<file path="src/sv/lmrf_pkg.sv">
// Shared widths, defaults and types for the lane marking row filter.
package lmrf_pkg;

  localparam int PIX_W = 8;
  localparam int OFF_W = 5;

  localparam int DEF_MAX_OFFSET     = 31;
  localparam int DEF_MAX_ROW_LENGTH = 2048;

  localparam logic [OFF_W-1:0] TAP_RESET = 5'd4;

  typedef struct packed {
    logic [OFF_W-1:0] off;
    logic [OFF_W:0]   off2;
  } lmrf_tap_sel_t;

endpackage

</file>
<file path="src/sv/lmrf_stream_if.sv">
// Valid/ready channel interfaces for pixels in and marks out.
interface lmrf_pix_if;
  import lmrf_pkg::*;

  logic             valid;
  logic             ready;
  logic [PIX_W-1:0] pixel;
  logic             row_end;

  modport source (output valid, pixel, row_end, input ready);
  modport sink   (input valid, pixel, row_end, output ready);
endinterface

interface lmrf_res_if;
  logic valid;
  logic ready;
  logic mark;
  logic row_last;

  modport source (output valid, mark, row_last, input ready);
  modport sink   (input valid, mark, row_last, output ready);
endinterface

</file>
<file path="src/sv/lane_marking_row_filter_core.sv">
// Lane marking row filter: local threshold on a pixel window chain, then 1x3 opening.
//
// Pixels enter on pix_i (valid/ready), one gray level per transfer, row_end on the
// last pixel of a row. Results leave on res_o, one mark per column in column
// order, row_last on the last column of each row. cfg_we_i/cfg_wdata_i set the
// tap offset; it is sampled on the first pixel of each row (reset value 4).
//
// Throughput is one pixel per cycle within a row: the window is a chain of pixel
// cells that shifts on each transfer, and the opening stage emits one result per
// cycle. With an empty mark queue the mark for column c leaves via the stage-1
// registers, the mark queue and the result register once pixel c+offset+2 is
// taken. On a row end the remaining offset+3 results (fewer for short rows) are
// flushed one per cycle while the next row's pixels are already being taken.
// The row end token is popped without a result, so with rows sent back to back
// pix_i.ready drops once per row once the mark queue has filled.
// A stalled receiver holds the result register; the small mark queue then
// fills and pix_i.ready drops. Reset clears all control state but last_q and
// needs no clearing pass; pixel cells are not reset.
module lane_marking_row_filter_core #(
  parameter int MAX_OFFSET     = lmrf_pkg::DEF_MAX_OFFSET,
  parameter int MAX_ROW_LENGTH = lmrf_pkg::DEF_MAX_ROW_LENGTH
) (
  input  logic                         clk_i,
  input  logic                         rst_ni,
  lmrf_pix_if.sink                     pix_i,
  lmrf_res_if.source                   res_o,
  input  logic                         cfg_we_i,
  input  logic [lmrf_pkg::OFF_W-1:0]   cfg_wdata_i
);
  import lmrf_pkg::*;

  localparam int WIN_CELLS = 2 * MAX_OFFSET;
  localparam int COL_W     = $clog2(MAX_ROW_LENGTH);
  localparam logic [COL_W-1:0] LAST_COL = COL_W'(MAX_ROW_LENGTH - 1);
  localparam logic [OFF_W-1:0] OFF_CAP  = OFF_W'(MAX_OFFSET);

  logic [OFF_W-1:0] tap_q;
  logic [OFF_W-1:0] row_off_q;
  logic [COL_W-1:0] col_q;

  logic [OFF_W-1:0] off_tap, off_cur;
  lmrf_tap_sel_t    sel;
  logic             accept, at_end, ge_off, ge_2off, tok_space;

  logic [PIX_W-1:0] chain [WIN_CELLS-1];
  logic [PIX_W-1:0] p_tap [WIN_CELLS];
  logic [PIX_W-1:0] l_tap [WIN_CELLS];
  logic [PIX_W-1:0] p_or, l_or;

  logic             s1_valid_q;
  logic [PIX_W-1:0] s1_r_q, s1_p_q, s1_l_q;
  logic             s1_end_q, s1_mk_q, s1_calc_q;
  logic [COL_W-1:0] s1_col_q;

  logic signed [PIX_W+4:0] a1, a2, dlr, adiff, dsum, p_s;
  logic             mark_bit;
  logic             tok_valid;
  logic [COL_W-1:0] tok_data;

  assign off_tap  = (tap_q > OFF_CAP) ? OFF_CAP : tap_q;
  assign off_cur  = (col_q == '0) ? off_tap : row_off_q;
  assign sel.off  = off_cur;
  assign sel.off2 = {off_cur, 1'b0};
  assign at_end   = pix_i.row_end || (col_q == LAST_COL);
  assign ge_off   = (col_q >= COL_W'(off_cur));
  assign ge_2off  = (col_q >= COL_W'(sel.off2));
  assign accept   = pix_i.valid && pix_i.ready;
  assign pix_i.ready = tok_space;

  for (genvar k = 0; k < WIN_CELLS; k++) begin : g_cell
    if (k == 0) begin : g_head
      lmrf_cell #(.IDX(k)) u_cell (
        .clk_i   (clk_i),
        .shift_i (accept),
        .d_i     (pix_i.pixel),
        .sel_i   (sel),
        .q_o     (chain[k]),
        .p_tap_o (p_tap[k]),
        .l_tap_o (l_tap[k])
      );
    end else if (k == WIN_CELLS - 1) begin : g_tail
      lmrf_cell #(.IDX(k)) u_cell (
        .clk_i   (clk_i),
        .shift_i (accept),
        .d_i     (chain[k-1]),
        .sel_i   (sel),
        .q_o     (),
        .p_tap_o (p_tap[k]),
        .l_tap_o (l_tap[k])
      );
    end else begin : g_mid
      lmrf_cell #(.IDX(k)) u_cell (
        .clk_i   (clk_i),
        .shift_i (accept),
        .d_i     (chain[k-1]),
        .sel_i   (sel),
        .q_o     (chain[k]),
        .p_tap_o (p_tap[k]),
        .l_tap_o (l_tap[k])
      );
    end
  end

  always_comb begin
    p_or = '0;
    l_or = '0;
    for (int k = 0; k < WIN_CELLS; k++) begin
      p_or = p_or | p_tap[k];
      l_or = l_or | l_tap[k];
    end
  end

  always_ff @(posedge clk_i or negedge rst_ni) begin
    if (!rst_ni) begin
      tap_q      <= TAP_RESET;
      row_off_q  <= TAP_RESET;
      col_q      <= '0;
      s1_valid_q <= 1'b0;
    end else begin
      if (cfg_we_i) begin
        tap_q <= cfg_wdata_i;
      end
      s1_valid_q <= accept;
      if (accept) begin
        row_off_q <= off_cur;
        col_q     <= at_end ? '0 : col_q + COL_W'(1);
      end
    end
  end

  always_ff @(posedge clk_i) begin
    if (accept) begin
      s1_r_q    <= pix_i.pixel;
      s1_p_q    <= p_or;
      s1_l_q    <= l_or;
      s1_end_q  <= at_end;
      s1_mk_q   <= ge_off && !at_end;
      s1_calc_q <= ge_2off;
      s1_col_q  <= col_q;
    end
  end

  always_comb begin
    p_s      = $signed({5'b00000, s1_p_q});
    a1       = p_s - $signed({5'b00000, s1_r_q});
    a2       = p_s - $signed({5'b00000, s1_l_q});
    dlr      = $signed({5'b00000, s1_l_q}) - $signed({5'b00000, s1_r_q});
    adiff    = (dlr < 0) ? -dlr : dlr;
    dsum     = a1 + a2 - adiff;
    mark_bit = s1_calc_q && (a1 > 0) && (a2 > 0) && ((dsum <<< 2) > p_s);
  end

  // end token carries the last column, mark token carries the raw mark
  assign tok_valid = s1_valid_q && (s1_end_q || s1_mk_q);
  assign tok_data  = s1_end_q ? s1_col_q : {{(COL_W-1){1'b0}}, mark_bit};

  lmrf_open #(.COL_W(COL_W)) u_open (
    .clk_i       (clk_i),
    .rst_ni      (rst_ni),
    .tok_valid_i (tok_valid),
    .tok_end_i   (s1_end_q),
    .tok_data_i  (tok_data),
    .tok_space_o (tok_space),
    .res_o       (res_o)
  );

endmodule

</file>
<file path="src/sv/lmrf_cell.sv">
// One pixel cell of the window chain, with its center and left tap drive.
module lmrf_cell #(
  parameter int IDX = 0
) (
  input  logic                         clk_i,
  input  logic                         shift_i,
  input  logic [lmrf_pkg::PIX_W-1:0]   d_i,
  input  lmrf_pkg::lmrf_tap_sel_t      sel_i,
  output logic [lmrf_pkg::PIX_W-1:0]   q_o,
  output logic [lmrf_pkg::PIX_W-1:0]   p_tap_o,
  output logic [lmrf_pkg::PIX_W-1:0]   l_tap_o
);
  import lmrf_pkg::*;

  localparam logic [OFF_W+1:0] POS = (OFF_W+2)'(IDX + 1);

  logic [PIX_W-1:0] pix_q;
  logic             p_hit;
  logic             l_hit;

  always_ff @(posedge clk_i) begin
    if (shift_i) begin
      pix_q <= d_i;
    end
  end

  // cell k holds the pixel k+1 columns behind the one arriving now
  assign p_hit   = ({2'b00, sel_i.off} == POS);
  assign l_hit   = ({1'b0, sel_i.off2} == POS);
  assign q_o     = pix_q;
  assign p_tap_o = p_hit ? pix_q : '0;
  assign l_tap_o = l_hit ? pix_q : '0;

endmodule

</file>
<file path="src/sv/lmrf_open.sv">
// Raw mark queue, 1x3 opening with row end flush, and the result register.
module lmrf_open #(
  parameter int COL_W = 11
) (
  input  logic             clk_i,
  input  logic             rst_ni,
  input  logic             tok_valid_i,
  input  logic             tok_end_i,
  input  logic [COL_W-1:0] tok_data_i,
  output logic             tok_space_o,
  lmrf_res_if.source       res_o
);
  import lmrf_pkg::*;

  localparam int DEPTH = 4;
  localparam int PTR_W = $clog2(DEPTH);
  localparam int CNT_W = PTR_W + 1;
  localparam logic [1:0] FILL_FULL = 2'd2;

  logic             fifo_end_q  [DEPTH];
  logic [COL_W-1:0] fifo_data_q [DEPTH];
  logic [PTR_W-1:0] wr_ptr_q, rd_ptr_q;
  logic [CNT_W-1:0] cnt_q, cnt_d;

  logic [4:0]       win_q, win_d;
  logic [1:0]       fill_q, fill_d;
  logic             flush_q, flush_d;
  logic [COL_W-1:0] col_q, col_d;
  logic [COL_W-1:0] last_q, last_d;
  logic [1:0]       pre_q, pre_d;
  logic [1:0]       pc_q, pc_d;

  logic             out_valid_q;
  logic             out_mark_q;
  logic             out_last_q;

  logic             head_valid, head_end, head_mark;
  logic [COL_W-1:0] head_data;
  logic             slot, pop, do_push, push_bit, pre_take, start_flush, emit, row_done;
  logic [4:0]       win_push;
  logic [1:0]       pre_next, pc_next;

  function automatic logic open3(input logic [4:0] w);
    return (w[0] & w[1] & w[2]) | (w[1] & w[2] & w[3]) | (w[2] & w[3] & w[4]);
  endfunction

  // token queue
  always_ff @(posedge clk_i) begin
    if (tok_valid_i) begin
      fifo_end_q[wr_ptr_q]  <= tok_end_i;
      fifo_data_q[wr_ptr_q] <= tok_data_i;
    end
  end

  assign head_valid  = (cnt_q != '0);
  assign head_end    = fifo_end_q[rd_ptr_q];
  assign head_data   = fifo_data_q[rd_ptr_q];
  assign head_mark   = head_data[0];
  assign tok_space_o = (cnt_q <= CNT_W'(DEPTH - 2));
  assign slot        = !out_valid_q || res_o.ready;

  always_comb begin
    pop         = 1'b0;
    do_push     = 1'b0;
    push_bit    = 1'b0;
    pre_take    = 1'b0;
    start_flush = 1'b0;
    if (flush_q) begin
      do_push  = (fill_q == FILL_FULL) ? slot : 1'b1;
      // first two marks of the next row load while this row drains
      pre_take = head_valid && !head_end && (pc_q != FILL_FULL);
      pop      = pre_take;
    end else if (head_valid) begin
      if (head_end) begin
        start_flush = 1'b1;
        pop         = 1'b1;
      end else begin
        do_push  = (fill_q == FILL_FULL) ? slot : 1'b1;
        push_bit = head_mark;
        pop      = do_push;
      end
    end
    emit     = do_push && (fill_q == FILL_FULL);
    win_push = {win_q[3:0], push_bit};
    row_done = flush_q && emit && (col_q == last_q);
    pre_next = pre_take ? {pre_q[0], head_mark} : pre_q;
    pc_next  = pre_take ? pc_q + 2'd1 : pc_q;
  end

  always_comb begin
    cnt_d   = cnt_q + CNT_W'(tok_valid_i) - CNT_W'(pop);
    win_d   = win_q;
    fill_d  = fill_q;
    col_d   = col_q;
    flush_d = flush_q;
    last_d  = last_q;
    pre_d   = pre_next;
    pc_d    = pc_next;
    if (do_push) begin
      win_d = win_push;
      if (fill_q != FILL_FULL) begin
        fill_d = fill_q + 2'd1;
      end
    end
    if (emit) begin
      col_d = col_q + COL_W'(1);
    end
    if (start_flush) begin
      flush_d = 1'b1;
      last_d  = head_data;
    end
    if (row_done) begin
      flush_d = 1'b0;
      win_d   = {3'b000, pre_next};
      fill_d  = pc_next;
      col_d   = '0;
      pre_d   = '0;
      pc_d    = '0;
    end
  end

  always_ff @(posedge clk_i or negedge rst_ni) begin
    if (!rst_ni) begin
      wr_ptr_q    <= '0;
      rd_ptr_q    <= '0;
      cnt_q       <= '0;
      win_q       <= '0;
      fill_q      <= '0;
      flush_q     <= 1'b0;
      col_q       <= '0;
      pre_q       <= '0;
      pc_q        <= '0;
      out_valid_q <= 1'b0;
    end else begin
      if (tok_valid_i) begin
        wr_ptr_q <= wr_ptr_q + PTR_W'(1);
      end
      if (pop) begin
        rd_ptr_q <= rd_ptr_q + PTR_W'(1);
      end
      cnt_q   <= cnt_d;
      win_q   <= win_d;
      fill_q  <= fill_d;
      flush_q <= flush_d;
      col_q   <= col_d;
      pre_q   <= pre_d;
      pc_q    <= pc_d;
      if (emit) begin
        out_valid_q <= 1'b1;
      end else if (res_o.ready) begin
        out_valid_q <= 1'b0;
      end
    end
  end

  always_ff @(posedge clk_i) begin
    last_q <= last_d;
    if (emit) begin
      out_mark_q <= open3(win_push);
      out_last_q <= row_done;
    end
  end

  assign res_o.valid    = out_valid_q;
  assign res_o.mark     = out_mark_q;
  assign res_o.row_last = out_last_q;

endmodule

</file>
<file path="src/flat_wrapper.sv">
// flat-port wrapper written by rule: the top's interface ports become plain ports
module lane_marking_row_filter_core_flat import lmrf_pkg::*;
#(
  parameter int MAX_OFFSET     = lmrf_pkg::DEF_MAX_OFFSET,
  parameter int MAX_ROW_LENGTH = lmrf_pkg::DEF_MAX_ROW_LENGTH
)
  (clk_i, rst_ni, cfg_we_i, cfg_wdata_i, pix_i_valid, pix_i_pixel, pix_i_row_end, pix_i_ready, res_o_valid, res_o_mark, res_o_row_last, res_o_ready);
  lmrf_pix_if pix_i_i ();
  lmrf_res_if res_o_i ();
  input  logic clk_i;
  input  logic rst_ni;
  input  logic cfg_we_i;
  input  logic [lmrf_pkg::OFF_W-1:0] cfg_wdata_i;
  input wire logic [$bits(pix_i_i.valid)-1:0] pix_i_valid;
  input wire logic [$bits(pix_i_i.pixel)-1:0] pix_i_pixel;
  input wire logic [$bits(pix_i_i.row_end)-1:0] pix_i_row_end;
  output wire logic [$bits(pix_i_i.ready)-1:0] pix_i_ready;
  output wire logic [$bits(res_o_i.valid)-1:0] res_o_valid;
  output wire logic [$bits(res_o_i.mark)-1:0] res_o_mark;
  output wire logic [$bits(res_o_i.row_last)-1:0] res_o_row_last;
  input wire logic [$bits(res_o_i.ready)-1:0] res_o_ready;
  assign pix_i_i.valid = pix_i_valid;
  assign pix_i_i.pixel = pix_i_pixel;
  assign pix_i_i.row_end = pix_i_row_end;
  assign pix_i_ready = pix_i_i.ready;
  assign res_o_valid = res_o_i.valid;
  assign res_o_mark = res_o_i.mark;
  assign res_o_row_last = res_o_i.row_last;
  assign res_o_i.ready = res_o_ready;
  lane_marking_row_filter_core #(.MAX_OFFSET(MAX_OFFSET), .MAX_ROW_LENGTH(MAX_ROW_LENGTH)) u_core (.clk_i(clk_i), .rst_ni(rst_ni), .pix_i(pix_i_i), .res_o(res_o_i), .cfg_we_i(cfg_we_i), .cfg_wdata_i(cfg_wdata_i));
endmodule
</file>
<file path="config.mk">
export PLATFORM = sky130hd
export DESIGN_NAME = lane_marking_row_filter_core_flat
export DESIGN_NICKNAME = d
export VERILOG_FILES = /design/src/sv/lmrf_pkg.sv /design/src/sv/lmrf_stream_if.sv /design/src/sv/lane_marking_row_filter_core.sv /design/src/sv/lmrf_cell.sv /design/src/sv/lmrf_open.sv /design/src/flat_wrapper.sv
export SDC_FILE = /design/constraint.sdc
export NUM_CORES = 1
export LEC_CHECK = 0
export CAP_MARGIN = 15
export CORE_ASPECT_RATIO = 1.4
export CORE_MARGIN = 2
export CORE_UTILIZATION = 50
export DETAILED_ROUTE_END_ITERATION = 8
export DONT_BUFFER_PORTS = 1
export HOLD_SLACK_MARGIN = 0.1
export PLACE_DENSITY = 0.64
export SETUP_SLACK_MARGIN = 0.5
export SLEW_MARGIN = 5
export SYNTH_ARGS = -nofsm -noshare
export SYNTH_HDL_FRONTEND = slang
export SYNTH_SLANG_ARGS = --single-unit
export TNS_END_PERCENT = 30
</file>
<file path="constraint.sdc">
create_clock -name clk_i -period 10 [get_ports clk_i]
set_input_delay 0 -clock clk_i [delete_from_list [all_inputs] [get_ports clk_i]]
set_output_delay 0 -clock clk_i [all_outputs]
set_load 0.01 [all_outputs]
</file>
# Word-level counts from Yosys, hierarchy flattened
# Memories as Yosys holds them, arrays and structs flattened.
# Index checks and enable logic that the tools add are counted.
# Widths: inputs -> output; s select.
totals:
  register_bits: 591
  ram_bits: 48
  output_inout_bits: 4
  wordCells: 336
  memories: 2
mem_list:
  columns: ["name", "depth", "width", "rd", "rd_clocked_by_memory_dff", "wr", "line", "source"]
  rows:
  - ["u_core.u_open.fifo_data_q", 4, 11, 1, 0, 1, "lmrf_open.sv:21", "logic [COL_W-1:0] fifo_data_q [DEPTH];"]
  - ["u_core.u_open.fifo_end_q", 4, 1, 1, 0, 1, "lmrf_open.sv:20", "logic fifo_end_q [DEPTH];"]
classes:
  add_sub_neg: 14
  order_cmp: 8
  n_eq_ne: 36
  mux: 98
  bitwise_logic: 68
  reduce_logical: 25
op_table:
  columns: ["op", "count"]
  rows:
  - ["$mux 8", 62]
  - ["$or 8x8->8", 60]
  - ["$eq 5x5->1 const B", 16]
  - ["$mux 11", 5]
  - ["$eq 5x4->1 const B", 8]
  - ["$sub 8x8->9", 3]
  - ["$add 11x1->11 const B", 2]
  - ["$eq 5x3->1 const B", 4]
  - ["$mux 1", 20]
  - ["$gt 9x1->1 const B", 2]
  - ["$mux 2", 7]
  - ["$gt 13x9->1", 1]
  - ["$eq 11x11->1", 1]
  - ["$eq 11x11->1 const B", 1]
  - ["$ge 11x5->1", 1]
  - ["$ge 11x6->1", 1]
  - ["$logic_and 1x1->1", 11]
  - ["$logic_not 11->1", 1]
  - ["$neg 9->11", 1]
  - ["$sub 11x11->11", 1]
  - ["$add 9x9->10", 1]
  - ["$eq 5x2->1 const B", 2]
  - ["$mux 5", 2]
  - ["$reduce_bool 2->1", 5]
  - ["16 further kinds", 31]

# Longest topological paths before layout
logic_depth:
  word_depth: 35
  ltp_mapped: 24
  ltp_nobuf: 24

# Cells and area by module
# Synthesis repeated with hierarchy kept, for this count alone.
hier_totals:
  cells_unflattened: 3209
  hier_area_um2: 37175.7
by_module_without_submodules:
  columns: ["mod", "n_inst", "cells_per_inst", "area_each_um2", "seq_area_each_um2"]
  rows:
  - ["lane_marking_row_filter_core", 1, 769, 6600.1, 1694.1]
  - ["lmrf_open", 1, 253, 3878.7, 2582.5]
  - ["lmrf_cell (u_core.g_cell[11].g_mid.u_cell ...)", 6, 31, 513.0, 240.2]
  - ["lmrf_cell (u_core.g_cell[18].g_mid.u_cell ...)", 6, 46, 445.4, 240.2]
  - ["lmrf_cell (u_core.g_cell[38].g_mid.u_cell ...)", 6, 35, 422.9, 240.2]
  - ["lmrf_cell (u_core.g_cell[36].g_mid.u_cell ...)", 6, 36, 415.4, 240.2]
  - ["lmrf_cell (u_core.g_cell[0].g_head.u_cell ...)", 4, 29, 434.2, 240.2]
  - ["lmrf_cell (u_core.g_cell[10].g_mid.u_cell ...)", 4, 29, 426.7, 240.2]
  - ["lmrf_cell (u_core.g_cell[32].g_mid.u_cell ...)", 3, 29, 465.4, 240.2]
  - ["lmrf_cell (u_core.g_cell[44].g_mid.u_cell ...)", 3, 37, 426.7, 240.2]
  - ["lmrf_cell (u_core.g_cell[46].g_mid.u_cell ...)", 3, 36, 407.9, 240.2]
  - ["lmrf_cell (u_core.g_cell[22].g_mid.u_cell ...)", 2, 44, 451.7, 240.2]
  - ["lmrf_cell (u_core.g_cell[19].g_mid.u_cell ...)", 2, 46, 441.7, 240.2]
  - ["lmrf_cell (u_core.g_cell[35].g_mid.u_cell ...)", 2, 36, 422.9, 240.2]
  - ["+11 rows", null, null, null, null]

# Worst setup path after synthesis
# Ideal clock, no wire load.
synth_path:
  path_kind: "register to register"
  startpoint: "reg u_core.u_open.cnt_q[1]"
  endpoint: "reg u_core.col_q[4]"
  setup_ps: 141
  arrival_ps: 7551
  required_time_ps: 9859
  path_slack_ps: 2308
  stages_incl_launch_ff: 8
  synth_period_minus_slack_ps: 7692
  path_cell_list: "dfrtp_1 inv_1 ha_1 a21o_1 nand2_1 inv_2 o21ai_0 a32o_1"
synth_via:
  elab_chain_cells: 2
synth_rtl:
  columns: ["element", "line", "source"]
  rows:
  - ["from (decl)", "lmrf_open.sv:23", "logic [CNT_W-1:0] cnt_q, cnt_d;"]
  - ["from (signal assigned)", "lmrf_open.sv:141", "cnt_q <= cnt_d;"]
  - ["$le 3x2->1", "lmrf_open.sv:59", "assign tok_space_o = (cnt_q <= CNT_W'(DEPTH - 2));"]
  - ["named net pix_i_ready", "flat_wrapper.sv:17", "output wire logic [$bits(pix_i_i.ready)-1:0] pix_i_ready;"]
  - ["$logic_and 1x1->1", "lane_marking_row_filter_core.sv:67", "assign accept = pix_i.valid && pix_i.ready;"]
  - ["named net u_core.accept", "lane_marking_row_filter_core.sv:43", "logic accept, at_end, ge_off, ge_2off, tok_space;"]
  - ["to (signal assigned)", "lane_marking_row_filter_core.sv:126", "col_q <= at_end ? '0 : col_q + COL_W'(1);"]
  - ["to (decl)", "lane_marking_row_filter_core.sv:39", "logic [COL_W-1:0] col_q;"]
# The timed path passes the listed nets, and every way through them passes these cells.
# A chain may end at the register's enable or synchronous reset.

# Worst setup path after layout
layout_path:
  startpoint: "reg u_core.s1_l_q[0]"
  endpoint: "mem u_core.u_open.fifo_data_q[1][0] (data pin)"
layout_via:
  elab_chain_cells: 7
layout_rtl:
  columns: ["element", "line", "source"]
  rows:
  - ["from (decl)", "lane_marking_row_filter_core.sv:51", "logic [PIX_W-1:0] s1_r_q, s1_p_q, s1_l_q;"]
  - ["from (signal assigned)", "lane_marking_row_filter_core.sv:135", "s1_l_q <= l_or;"]
  - ["$sub 8x8->9", "lane_marking_row_filter_core.sv:147", "dlr = $signed({5'b00000, s1_l_q}) - $signed({5'b00000, s1_r_q});"]
  - ["$neg 9->11 or $lt 9x1->1 (tied branches)", "lane_marking_row_filter_core.sv:148", "adiff = (dlr < 0) ? -dlr : dlr;"]
  - ["$mux 11", "lane_marking_row_filter_core.sv:148", null]
  - ["$sub 11x11->11", "lane_marking_row_filter_core.sv:149", "dsum = a1 + a2 - adiff;"]
  - ["$gt 13x9->1", "lane_marking_row_filter_core.sv:150", "mark_bit = s1_calc_q && (a1 > 0) && (a2 > 0) && ((dsum <<< 2) > p_s);"]
  - ["$logic_and 1x1->1 *", "lane_marking_row_filter_core.sv:150", null]
  - ["$mux 11 *", "lane_marking_row_filter_core.sv:155", "assign tok_data = s1_end_q ? s1_col_q : {{(COL_W-1){1'b0}}, mark_bit};"]
  - ["named net u_core.tok_data[0]", "lane_marking_row_filter_core.sv:58", "logic [COL_W-1:0] tok_data;"]
  - ["to (decl)", "lmrf_open.sv:21", null]
# Mark *: on every way through the listed nets, which the timed path passes. The rest lies on a longest branch.

==> impl_metrics.ini <==
[cells_and_area]
nNetsFinal = 1885
num-fill-cells = 4030
regArea_mm2 = 0.01893
multi_input_area_mm2 = 0.007209
syn2layout_area_growth_pct = 12.43
stdcell_count = 2544
final_layout_size_suffix_gt1_share_pct = 10.13

[sta]
fmax_ghz = 0.1868
fin_skew_ns = 0.02218
fin_crit_sh_pct = 53.52
setup_viol_count_final = 0
finalHoldViolations = 0
slew_viol_final = 0
worstMarginPinSlew_ns = 1.167
fin_ws_ns = 4.648
rsz0062_at_grt = no
period_minus_slack_ns = 5.352
relSlewSlack_pct = 22.19
fin_setup_tns_ns = 0

[yosys]
synthCells = 1716
synth_fp_nets = 1811
ys_types = 71
synth.avg_cell_area_um2 = 15.42
synth.top_cell.area_share_pct = 66.63
synth_edf_count = 587
synth_area_mm2 = 0.02646
ys_async_sr_fraction_pct = 8.138
yosysWarningCount = 0
synth-main-ff-cell = edfxtp_1
seq_area_frac_synth_pct = 71.55
netlist_top_cells_area = edfxtp_1, dfrtp_1, a22oi_1
ys_seq_elements = 639
yosys.area.top_type = edfxtp_1

[worst_setup_path]
reg2reg_from = u_core.s1_l_q[0]
endpoint_kind = flop
reg2reg_slack_ns = 4.65
reg2reg_depth = 23
path_class = flop to flop
required_ns = 10.32
arrival_ns = 5.67
cp_max_fo = 5
reg2reg_to = u_core.u_open.fifo_data_q[1][0]
start_kind = flop

[die]
core-area_mm2 = 0.05215
die_h_um = 276.2
die_w_um = 198.4
start_util_pct = 50.73
io_pins = 23
dieArea_mm2 = 0.05480
rows = 99

[route]
drt_wl_total_um = 65740
avgRoutedWirePerCell_um = 25.84
drtPass1Iterations = 8
drcViolationCount = 0
via_per_inst = 6.329
ant_nets = 0
wl_met2_um = 31450
wl_met1_um = 25150
top_layer = met4
routed-wl-met3_um = 5855
drt_iter0_markers = 2277
routed-via-count = 16100

[clocking]
htree_levels = 2
postCtsSetupRepairBufs = 0
clk_latency_ns = 0.62
cts_buffer_depth = 3
cts_tree = done
cts_sinks = 639
clk_root_buffer_cell = clkbuf_16
clk_pin_slew_ns = 0.07
numCtsBuffers = 59

[place]
dp.cells = 2401
gp_congestion = 0.8788
port_buffers = 0
place_ws_ns = 4.657
dp_hpwl_um = 41000

[job]
cap_violations = 0

[global_routing]
grt_pass1_wl_um = 98080
grt_antenna_before_repair = 1
grt_pass1_vias = 15940
grt_overflow = 0
grt_max_degree = 207
grt.total_usage_pct = 24.04

[min_path]
worstHoldStart = pix_i_row_end
whs_path_depth = 4
hp-class = input port to flop
holdPathEnd = u_core.col_q[2]

[outcome]
outcome = finished, final reports clean
[how the worst max path moves through the flow]
stage                     cells past startpoint                         endpoint                   start  slack (ns)
after floorplan                               7                  u_core.col_q[4]  u_core.u_open.cnt_q[1]        2.31
after detailed placement                     23  u_core.u_open.fifo_data_q[3][0]        u_core.s1_l_q[0]        4.66
final                                        23  u_core.u_open.fifo_data_q[1][0]        u_core.s1_l_q[0]        4.65
after CTS                                    23  u_core.u_open.fifo_data_q[1][0]        u_core.s1_l_q[0]        4.66
after global routing                         24  u_core.u_open.fifo_data_q[2][0]        u_core.s1_l_q[0]        4.17
after global placement                       22  u_core.u_open.fifo_data_q[2][0]        u_core.s1_l_q[0]        4.80
[cell usage in the layout, fill, tap and decap left out, types with 17 or more instances in the layout]
cell type	instances
xnor2_1	36
a22o_1	41
clkbuf_16	59
a22oi_1	140
dlygate4sd3_1	33
nand3_1	83
edfxtp_1	587
nor3_1	21
mux2i_2	23
nand4_1	17
nand2_1	92
a21oi_1	36
o21ai_0	51
ha_1	70
nor2_1	58
and2_1	19
inv_1	68
a221oi_1	40
dfrtp_1	50
or4_1	19
buf_4	33
[cell usage after synthesis, types with 5 or more instances]
| library cell | count |
|---|---|
| a211oi_1 | 5 |
| a21o_1 | 9 |
| a21oi_1 | 36 |
| a221oi_1 | 40 |
| a222oi_1 | 16 |
| a22o_1 | 41 |
| a22oi_1 | 140 |
| and2_1 | 19 |
| and3_1 | 9 |
| and3b_1 | 5 |
| buf_1 | 8 |
| buf_2 | 6 |
| clkbuf_1 | 38 |
| dfrtp_1 | 50 |
| edfxtp_1 | 587 |
| fa_1 | 6 |
| ha_1 | 70 |
| inv_1 | 68 |
| mux2_2 | 7 |
| mux2i_1 | 39 |
| mux4_2 | 12 |
| nand2_1 | 92 |
| nand3_1 | 83 |
| nand3b_1 | 6 |
| nand4_1 | 17 |
| nor2_1 | 58 |
| nor2b_1 | 16 |
| nor3_1 | 21 |
| nor3b_1 | 8 |
| o21a_1 | 6 |
| o21ai_0 | 51 |
| o31ai_1 | 5 |
| or3_1 | 5 |
| or4_1 | 19 |
| xnor2_1 | 36 |
| xor2_1 | 16 |
[registers in the layout (all words and copies together) (netlist names), 3 cells and up]
register and flops:
u_core.u_open.fifo_data_q 44, u_core.s1_col_q 11, u_core.u_open.fifo_end_q 4, u_core.g_cell.g_mid.u_cell.q_o 480
u_core.s1_p_q 8, u_core.tap_q 5, u_core.u_open.last_q 11, u_core.g_cell.g_tail.u_cell.q_o 8
u_core.u_open.cnt_q 3, u_core.u_open.col_q 11, u_core.s1_l_q 8, u_core.u_open.win_q 4
u_core.row_off_q 5, u_core.col_q 11, u_core.s1_r_q 8
[cell families after synthesis]
kind of cell	Yosys count	synth area share [%]
buffers and inverters	125	1.887
other	1	0.01417
xor gates and xnor gates	52	1.721
and+or+nand+nor	377	7.382
adders and majority gates	77	3.802
AOI/OAI and AO/OA	387	10.84
DFF	639	71.55
muxes	58	2.795
[layout make-up]
type / count / share of cell area (%)
Clock inverter: 38 / 0.9212
Timing Repair Buffer: 69 / 2.196
Sequential cell: 639 / 63.64
Inverter: 69 / 0.8960
Tap cell: 707 / 2.974
Clock buffer: 69 / 5.123
Antenna cell: 1 / 0.008413
Multi-Input combinational cell: 952 / 24.24
[routing by layer]
layer,vias to the layer above,track usage (%)
met5,-,0
met4,0,11.14
met3,217,4.538
met2,865,39.19
met1,8039,31.25
li1,6979,-
[timing repair]
item,in CTS,in global routing
hold buffers,35,0
endpoints found under the hold margin,91,0
resized for setup,0,0
[critical path, cell delays in order (launching register included)]
cell,delay [ns]
edfxtp_1,0.39
inv_1,0.07
ha_1,0.16
inv_1,0.06
fa_1,0.46
a21o_1,0.20
a21oi_1,0.27
o21ai_0,0.16
a21o_1,0.19
a21oi_1,0.31
nor2_1,0.07
a21oi_1,0.26
ha_1,0.30
nor2b_1,0.12
o21ai_0,0.21
a21oi_1,0.12
nor2_1,0.13
xnor2_1,0.08
ha_1,0.30
nand3_1,0.09
o21ai_0,0.31
o2111ai_1,0.15
a2111oi_0,0.46
a211oi_1,0.19
[through the flow]
step / util, % / hold WS (ns) / cell area, µm²
after floorplan: - / -0.2956 / 26460
after CTS: 57.03 / 0.2268 / 29740
after global routing: 57.03 / 0.3059 / 29740
after detailed placement: 52.85 / -0.2932 / 27560
after global placement: 52.85 / -0.2935 / 27560
final: 57.04 / 0.2617 / 29740
Power is left out: the tool's default activity adds up to more than one toggle a clock period on the data nets, which glitch-free logic cannot reach.
